**config.mk**
```make
export PLATFORM = sky130hd
export DESIGN_NAME = rotary_dial_pulse_decoder_core
export DESIGN_NICKNAME = d
export VERILOG_FILES = /design/src/sv/rdp_pkg.sv /design/src/sv/rdp_step.sv /design/src/sv/rotary_dial_pulse_decoder_core.sv
export SDC_FILE = /design/constraint.sdc
export NUM_CORES = 1
export LEC_CHECK = 0
export ABC_AREA = 1
export BUFFER_PORTS_ARGS = -buffer_cell sky130_fd_sc_hd__buf_2
export CORE_MARGIN = 2
export CORE_UTILIZATION = 45
export CTS_BUF_LIST = sky130_fd_sc_hd__clkbuf_16
export DETAILED_ROUTE_END_ITERATION = 10
export PLACE_DENSITY = 0.68
export SLEW_MARGIN = 40
export SYNTH_ARGS = -nofsm -noshare
export SYNTH_HDL_FRONTEND = slang
export SYNTH_HIERARCHICAL = 1
export SYNTH_SLANG_ARGS = --single-unit
export TNS_END_PERCENT = 30
```
**constraint.sdc**
```tcl
create_clock -name clock -period 5.41 [get_ports clock]
set_input_delay 0.2705 -clock clock [delete_from_list [all_inputs] [get_ports clock]]
set_output_delay 0.2705 -clock clock [all_outputs]
set_load 0.02 [all_outputs]
```
**src/sv/rdp_pkg.sv**
```systemverilog
package rdp_pkg;

   localparam int MAX_PULSES   = 15;
   localparam int PCNT_W       = $clog2(MAX_PULSES + 1);
   localparam int STABLE_W     = 9;
   localparam int DEBOUNCE_W   = 8;
   localparam int DIGIT_W      = 4;
   localparam int ZERO_PULSES  = 10;
   localparam int DIGIT_MAX    = 15;

   localparam logic [STABLE_W-1:0]   STABLE_MAX     = {STABLE_W{1'b1}};
   localparam logic [DEBOUNCE_W-1:0] DEBOUNCE_RESET = DEBOUNCE_W'(5);

   typedef struct packed {
      logic                  prev_raw;
      logic                  accepted;
      logic [STABLE_W-1:0]   stable_time;
      logic [PCNT_W-1:0]     pulse_count;
      logic                  spin_active;
   } rdp_state_type;

   typedef struct packed {
      logic                  ms_tick;
      logic                  dial_turning;
      logic                  pulse_level;
   } rdp_sample_type;

   typedef struct packed {
      logic                  valid;
      logic [DIGIT_W-1:0]    digit;
      logic                  too_many_pulses;
   } rdp_result_type;

   localparam rdp_state_type STATE_RESET = '{
      prev_raw:    1'b1,
      accepted:    1'b0,
      stable_time: STABLE_MAX,
      pulse_count: '0,
      spin_active: 1'b0
   };

endpackage

```
**src/sv/rdp_step.sv**
```systemverilog
module rdp_step
   import rdp_pkg::*;
(
   input  rdp_state_type            state_cur,
   input  rdp_sample_type           sample,
   input  logic [DEBOUNCE_W-1:0]    debounce_ms,
   output rdp_state_type            state_nxt,
   output rdp_result_type           result
);

   always_comb begin
      state_nxt              = state_cur;
      result.valid           = 1'b0;
      result.digit           = '0;
      result.too_many_pulses = 1'b0;

      if (sample.dial_turning) begin
         // new spin: timer taken as expired, debounced level low
         if (!state_cur.spin_active) begin
            state_nxt.spin_active = 1'b1;
            state_nxt.pulse_count = '0;
            state_nxt.accepted    = 1'b0;
            state_nxt.stable_time = STABLE_MAX;
         end
         if (sample.pulse_level != state_cur.prev_raw) begin
            state_nxt.stable_time = '0;
         end else if (sample.ms_tick && state_nxt.stable_time != STABLE_MAX) begin
            state_nxt.stable_time = state_nxt.stable_time + STABLE_W'(1);
         end
         if (state_nxt.stable_time > STABLE_W'(debounce_ms) &&
             state_nxt.accepted != sample.pulse_level) begin
            state_nxt.accepted = sample.pulse_level;
            if (sample.pulse_level &&
                state_nxt.pulse_count < PCNT_W'(MAX_PULSES)) begin
               state_nxt.pulse_count = state_nxt.pulse_count + PCNT_W'(1);
            end
         end
         state_nxt.prev_raw = sample.pulse_level;
      end else if (state_cur.spin_active) begin
         state_nxt.spin_active = 1'b0;
         state_nxt.pulse_count = '0;
         if (state_cur.pulse_count != '0) begin
            result.valid = 1'b1;
            if (state_cur.pulse_count == PCNT_W'(ZERO_PULSES)) begin
               result.digit = '0;
            end else if (32'(state_cur.pulse_count) > DIGIT_MAX) begin
               result.digit = DIGIT_W'(DIGIT_MAX);
            end else begin
               result.digit = DIGIT_W'(state_cur.pulse_count);
            end
            result.too_many_pulses = state_cur.pulse_count > PCNT_W'(ZERO_PULSES);
         end
      end
   end

endmodule

```
**src/sv/rotary_dial_pulse_decoder_core.sv**
```systemverilog
// Rotary dial pulse decoder. Each req item is one sample of the off-normal
// contact, the raw pulse contact and a millisecond tick. While the dial is
// off normal the pulse level is debounced against csr_debounce_ms (the level
// must stay unchanged for more than that many ticks) and each accepted rising
// level counts one pulse, saturating at 15. When the dial returns home after
// a spin with a nonzero count, one rsp item carries the digit (ten pulses
// give 0) and a flag for more than ten pulses. A sample is registered on
// acceptance and processed into the state and the result register once the
// result register has room, so one item per clock is taken as long as rsp
// is not stalled, and each result is shown on rsp from the result register.
// Write the debounce register only while no items are in flight.
module rotary_dial_pulse_decoder_core
   import rdp_pkg::*;
(
   input  logic                    clock,
   input  logic                    reset,
   input  logic                    req_valid,
   output logic                    req_ready,
   input  logic                    req_ms_tick,
   input  logic                    req_dial_turning,
   input  logic                    req_pulse_level,
   output logic                    rsp_valid,
   input  logic                    rsp_ready,
   output logic [DIGIT_W-1:0]      rsp_digit,
   output logic                    rsp_too_many_pulses,
   input  logic                    csr_valid,
   output logic                    csr_ready,
   input  logic [DEBOUNCE_W-1:0]   csr_debounce_ms
);

   logic                    in_valid_ff, in_valid_in;
   rdp_sample_type          sample_ff, sample_in;
   rdp_state_type           state_ff, state_in;
   logic                    out_valid_ff, out_valid_in;
   logic [DIGIT_W-1:0]      digit_ff, digit_in;
   logic                    too_many_ff, too_many_in;
   logic [DEBOUNCE_W-1:0]   debounce_ff, debounce_in;

   rdp_state_type           state_nxt;
   rdp_result_type          result;
   logic                    fire;

   rdp_step u_step (
      .state_cur   (state_ff),
      .sample      (sample_ff),
      .debounce_ms (debounce_ff),
      .state_nxt   (state_nxt),
      .result      (result)
   );

   // process the held item once the result register has room
   assign fire      = in_valid_ff && (!out_valid_ff || rsp_ready);
   assign req_ready = !in_valid_ff || fire;
   assign csr_ready = 1'b1;

   always_comb begin
      in_valid_in = in_valid_ff;
      sample_in   = sample_ff;
      if (fire) begin
         in_valid_in = 1'b0;
      end
      if (req_valid && req_ready) begin
         in_valid_in            = 1'b1;
         sample_in.ms_tick      = req_ms_tick;
         sample_in.dial_turning = req_dial_turning;
         sample_in.pulse_level  = req_pulse_level;
      end

      state_in = fire ? state_nxt : state_ff;

      out_valid_in = out_valid_ff;
      digit_in     = digit_ff;
      too_many_in  = too_many_ff;
      if (out_valid_ff && rsp_ready) begin
         out_valid_in = 1'b0;
      end
      if (fire && result.valid) begin
         out_valid_in = 1'b1;
         digit_in     = result.digit;
         too_many_in  = result.too_many_pulses;
      end

      debounce_in = (csr_valid && csr_ready) ? csr_debounce_ms : debounce_ff;
   end

   always_ff @(posedge clock) begin
      if (reset) begin
         in_valid_ff  <= 1'b0;
         state_ff     <= STATE_RESET;
         out_valid_ff <= 1'b0;
         debounce_ff  <= DEBOUNCE_RESET;
      end else begin
         in_valid_ff  <= in_valid_in;
         state_ff     <= state_in;
         out_valid_ff <= out_valid_in;
         debounce_ff  <= debounce_in;
      end
      sample_ff   <= sample_in;
      digit_ff    <= digit_in;
      too_many_ff <= too_many_in;
   end

   assign rsp_valid           = out_valid_ff;
   assign rsp_digit           = digit_ff;
   assign rsp_too_many_pulses = too_many_ff;

   a_idle_count_zero: assert property (@(posedge clock) disable iff (reset)
      !state_ff.spin_active |-> state_ff.pulse_count == '0)
      else $error("pulse count nonzero outside a spin");

   a_result_ends_spin: assert property (@(posedge clock) disable iff (reset)
      fire && result.valid |=> !state_ff.spin_active)
      else $error("result issued while spin still active");

   a_too_many_digit: assert property (@(posedge clock) disable iff (reset)
      rsp_valid && rsp_too_many_pulses |-> rsp_digit > DIGIT_W'(ZERO_PULSES))
      else $error("too-many flag with digit of ten or less");

   a_held_item_kept: assert property (@(posedge clock) disable iff (reset)
      in_valid_ff && !fire |=> in_valid_ff && $stable(sample_ff))
      else $error("held item lost before processing");

endmodule

```
# ---- Word level (Yosys, flattened, before mapping)
# Cells that the tools add are included.
dict set report totals {
  regBits 34
  latchBits 0
  mem_bits_rw 0
  mem_bits_ro 0
  in_bits 16
  out_inout_bits 8
  wordCells 61
  n_memories 0
}
dict set report op_classes {
  n_addsub 2
  multipliers 0
  div_mod_pow 0
  magnitude_cmp 3
  eq_ne 4
  shift 0
  n_mux 18
  n_bitwise 2
  reduce_logical 19
}
# operator n
set op_table {}
lappend op_table {{two-way mux 15 bit} 2}
lappend op_table {{two-way mux 9 bit} 3}
lappend op_table {{two-way mux 6 bit} 3}
lappend op_table {{two-way mux 4 bit} 3}
lappend op_table {{two-way mux 5 bit} 2}
lappend op_table {{adder 9 x 1 -> 9 bit, second input constant} 1}
lappend op_table {{greater-than comparator 9 x 8 -> 1 bit} 1}
lappend op_table {{inequality test 9 bit, second input constant} 1}
lappend op_table {{logical AND 1 bit} 7}
lappend op_table {{nonzero test 2 bit} 3}
lappend op_table {{two-way mux 1 bit} 5}
lappend op_table {{adder 4 x 1 -> 4 bit, second input constant} 1}
lappend op_table {{equality test 4 bit, second input constant} 1}
lappend op_table {{greater-than comparator 4 bit, second input constant} 1}
lappend op_table {{less-than comparator 4 bit, second input constant} 1}
lappend op_table {{AND reduction 2 bit} 2}
lappend op_table {{nonzero test 4 bit} 1}
lappend op_table {{OR reduction 4 bit} 1}
lappend op_table {{OR reduction 3 bit} 1}
lappend op_table {{logical NOT 1 bit} 2}
lappend op_table {{logical OR 1 bit} 2}
lappend op_table {{inequality test 1 bit} 2}
lappend op_table {{inverter 1 bit} 2}

# ---- Longest topological paths before layout
dict set report depth {
  depth_word 11
  ltp_mapped 35
  ltp_nobuf 35
}

# ---- Modules after synthesis
# The synthesis kept the hierarchy.
# module n_inst cells_each area_each_um2 seq_area_each_um2
set by_module_without_submodules {}
lappend by_module_without_submodules {rotary_dial_pulse_decoder_core 1 145 1305.0 760.7}
lappend by_module_without_submodules {rdp_step 1 197 1091.0 0.0}

# ---- Least setup slack after synthesis
# Ideal clock, no wire load.
dict set report synth_timing {
  path_kind {reg-to-reg}
  startpoint {register state_ff[0] in the netlist's numbering}
  endpoint {register state_ff[3] in the netlist's numbering}
  setup_ns 0.064
  t_arrival_ns 3.308
  required_ns 5.346
  path_slack_ns 2.038
  path_stages_with_launch 33
  path_buffers 1
  synth_period_minus_slack_ns 3.372
  cell_sequence {dfxtp_1 > buf_6 > nand2_2 > ha_1 > nand2_2 > inv_2 > nand2_2 > nor2_4 > o21ai_2 > nor3_1 > ha_1 > nor2_4 > nand2_1 > nor2_2 > nand2_2 > nor2_2 > nand2_1 > xor2_1 > nand2_1 > inv_1 > ha_1 > nand2_1 > nor2_1 > nand3_2 > nand3_4 > nand2_1 > nand2_1 > nand2_1 > nand2_1 > inv_1 > nand3_1 > nand2_1 > nor2_1}
}
# item line
set synth_lines {}
lappend synth_lines {{start, declared} rotary_dial_pulse_decoder_core.sv:33} ;# rdp_state_type state_ff, state_in;
lappend synth_lines {{start signal, assigned} rotary_dial_pulse_decoder_core.sv:94} ;# state_ff <= state_in;

==> insert_results.sql <==
INSERT INTO impl_metrics (metric_group, metric, value, unit) VALUES
('routing', 'route.vias.total', '2151', ''),
('setup_path', 'critPathSlowestCell', 'dfxtp_1', ''),
('final_layout', 'layout-drive-gt1-share', '0.1821', ''),
('die', 'chipWidth', '76.97', 'um'),
('routing', 'detail_route.drc_violations', '0', ''),
('clocking', 'postCtsHoldBufs', '0', ''),
('global_route', 'grt_overflow', '0', ''),
('hold_path', 'worst_hold_path.num_cells', '2', ''),
('pwr', 'p_leak', '1.364', 'nW'),
('placement', 'dp.final_hpwl', '3672', 'um'),
('setup_path', 'rr_startpoint', 'state_ff[0]', ''),
('setup_path', 'crit_type', 'reg -> reg', ''),
('die', 'die_area', '5924', 'um^2'),
('synthesis', 'synth_flop_cell', 'dfxtp_1', ''),
('setup_path', 'setup.worst_path.start_class', 'flip-flop', ''),
('final_layout', 'filler_cell_count', '520', ''),
('timing', 'timing.clock.skew', '0.001826', 'ns'),
('timing', 'slew_headroom', '0.4797', ''),
('setup_path', 'worst_r2r_endpoint', 'state_ff[4]', ''),
('global_route', 'antenna_found_initial', '0', ''),
('clocking', 'clock_insertion_delay_worst_skew', '0.28', 'ns'),
('hold_path', 'hold_start', 'reset', ''),
('final_layout', 'n_antenna_cell', '0', ''),
('job', 'max_cap_violations', '0', ''),
('timing', 'finalWorstSetupSlack', '1.048', 'ns'),
('die', 'ios', '24', ''),
('final_layout', 'flow.area_growth_from_synthesis', '8.982', '%'),
('clocking', 'worst_setup_hold_path_clk_slew', '0.05', 'ns'),
('routing', 'drt_first_iter_violations', '220', ''),
('timing', 'time_the_worst_path_needs_with_i_o_delays_and_setup', '4.362', 'ns'),
('die', 'die_height', '76.97', 'um'),
('global_route', 'grt_first_pass_wirelength', '9052', 'um'),
('global_route', 'largest_net_degree_at_the_start_of_global_routing', '26', ''),
('clocking', 'cts-root-to-sink-buffers', '2', ''),
('timing', 'f_max', '0.2293', 'GHz'),
('die', 'core.rowCount', '26', ''),
('clocking', 'cts_max_level', '2', ''),
('clocking', 'clock_tree_from_tritoncts', 'built', ''),
('synthesis', 'yosysSeqAreaShare', '0.3175', ''),
('placement', 'globalplace.congestion', '0.9033', ''),
('final_layout', 'final_nets', '383', ''),
('die', 'floorplan.initialDensity', '0.4691', ''),
('synthesis', 'postSynthAreaPerCell', '7.006', 'um^2'),
('routing', 'wl_per_cell', '12.28', 'um'),
('pwr', 'switchingPower', '0.0002159', 'W'),
('timing', 'totalNegativeSetupSlack', '0', 'ns'),
('global_route', 'groute.usage.overall', '0.1894', ''),
('pwr', 'switching_share', '0.3031', ''),
('setup_path', 'path_common_cell', 'nand2_1', ''),
('routing', 'via_per_instance_ratio', '5.037', ''),
('routing', 'route.final.wire_length', '5245', 'um'),
('setup_path', 'crit_path_end_kind', 'flip-flop', ''),
('hold_path', 'type_of_the_worst_min_delay_path', 'in -> reg', ''),
('synthesis', 'yosysUniqueCellTypes', '35', ''),
('hold_path', 'hold-path-endpoint', 'in_valid_ff', ''),
('placement', 'place_area', '2475', 'um^2'),
('setup_path', 'regToRegSetupSlack', '1.05', 'ns'),
('setup_path', 'arrival_time_at_the_worst_endpoint', '4.58', 'ns'),
('synthesis', 'yosysWarnings', '6', ''),
('outcome', 'run_status', 'completed', ''),
('synthesis', 'synth_nets', '369', ''),
('pwr', 'irDropWorstVdd', '164.9', 'uV'),
('placement', 'port_buffers', '22', ''),
('pwr', 'cellPowerDensity', '272.8', 'nW/um^2'),
('pwr', 'total_power_of_the_final_layout', '0.0007123', 'W'),
('synthesis', 'synth_area', '2396', 'um^2'),
('pwr', 'power.sequential.fraction', '0.415', ''),
('placement', 'pre_cts_slack', '1.153', 'ns'),
('pwr', 'p_int', '0.0004964', 'W'),
('synthesis', 'number_of_storage_elements_in_the_synthesis_netlist', '34', ''),
('setup_path', 'cp_slowest_stage_delay', '0.75', 'ns');
[cells by family after synthesis]
kind of cell,after synthesis,synth area share
XOR/XNOR,7,0.03342
buffers and inverters,63,0.1258
other,1,0.001565
AND/OR/NAND/NOR,188,0.3645
flip-flops,34,0.3175
AO/OA/AOI/OAI,38,0.09974
adder cells (fa/ha/maj),11,0.05744
[metal layers]
layer  up-vias  part of all wire  global-route usage
met3        11             0.071             0.04118
met1       949              0.48              0.2658
met4         0             0.015             0.06071
met5         -                 0                   0
met2        86              0.44              0.2904
li1       1105                 -                   -
[state kept, by name, summed over array words and instances (netlist names)]
name                 flops
debounce_ff              8
in_valid_ff              1
rsp_digit                4
rsp_too_many_pulses      1
rsp_valid                1
sample_ff                3
state_ff                16
[through the flow]
step           hold WS [ns]    util  instances
2_1_floorplan        0.3396       -        342
3_3_place_gp         0.4432  0.4843        419
3_5_place_dp         0.4469  0.4846        419
4_1_cts              0.1564  0.5113        427
5_1_grt              0.1637  0.5113        427
6_report             0.1560  0.5113        427
[how the worst max path moves through the flow]
stage                start           to  slack (ns)  cells after the start
2_1_floorplan  state_ff[0]  state_ff[3]        2.04                     32
3_3_place_gp   state_ff[0]  state_ff[3]        1.23                     33
3_5_place_dp   state_ff[0]  state_ff[4]        1.15                     33
4_1_cts        state_ff[0]  state_ff[4]        1.09                     33
5_1_grt        state_ff[0]  state_ff[4]        0.63                     33
6_report       state_ff[0]  state_ff[4]        1.05                     33
[worst max-delay path: cells and delay by family, from the launching register on]
kind | cells | cell delay [ns]
flip-flops | 1 | 0.75
AND/OR/NAND/NOR | 23 | 2.23
AO/OA/AOI/OAI | 1 | 0.10
buffers and inverters | 5 | 0.37
XOR/XNOR | 1 | 0.14
adder cells (fa/ha/maj) | 3 | 0.70
[layout make-up]
cell class	instances	area, um^2	share of cell area
multi-input cells	245	1334	0.5108
flip-flops and latches	34	762.0	0.2918
inverters	48	181.4	0.06948
clock buffers	5	125.1	0.04792
repair buffers	22	110.1	0.04217
well taps	70	87.58	0.03354
clock inverters	3	11.26	0.004312
[synth_stat cells, types with 2 or more instances]
master / instances / area, um^2
nor2_4: 2 / 22.52
a21oi_1: 10 / 50.05
buf_6: 6 / 67.56
edfxtp_1: 8 / 240.2
nand3_1: 32 / 160.2
dfxtp_1: 26 / 520.5
nand3_2: 4 / 40.04
o21ai_0: 17 / 85.08
nand2_2: 5 / 31.28
inv_2: 8 / 30.03
ha_1: 11 / 137.6
nand4_1: 4 / 25.02
inv_1: 39 / 146.4
nor3_1: 3 / 15.01
clkbuf_1: 2 / 7.510
nand2_1: 92 / 345.3
xor2_1: 5 / 43.79
o21ai_1: 3 / 15.01
nor2_1: 36 / 135.1
buf_4: 4 / 30.03
nor2_2: 4 / 25.02
buf_2: 3 / 15.01
o21ai_2: 2 / 17.52
nand2_4: 5 / 56.30
[placed cells by master, fill, tap and decap left out, drive strengths merged]
master  count
nand2     102
inv        49
nor2       42
nand3      37
dfxtp      26
buf        22
o21ai      22
ha         11
a21oi      11
edfxtp      8
clkbuf      5
xor2        5
nand4       4
nor3        3
clkinv      2
xnor2       2
a31oi       2
conb        1
a221oi      1
o211ai      1
a211oi      1
[power by group through the flow]
| stage | Clock (W) | Combinational (W) | Sequential (W) |
|---|---|---|---|
| 2_1_floorplan | 0 | 0.000130 | 0.000289 |
| 3_3_place_gp | 0 | 0.000145 | 0.000300 |
| 3_5_place_dp | 0 | 0.000146 | 0.000300 |
| 4_1_cts | 0.000275 | 0.000147 | 0.000295 |
| 5_1_grt | 0.000285 | 0.000171 | 0.000298 |
| 6_report | 0.000268 | 0.000148 | 0.000296 |
No activity file was read; power rests on OpenSTA's default activity.
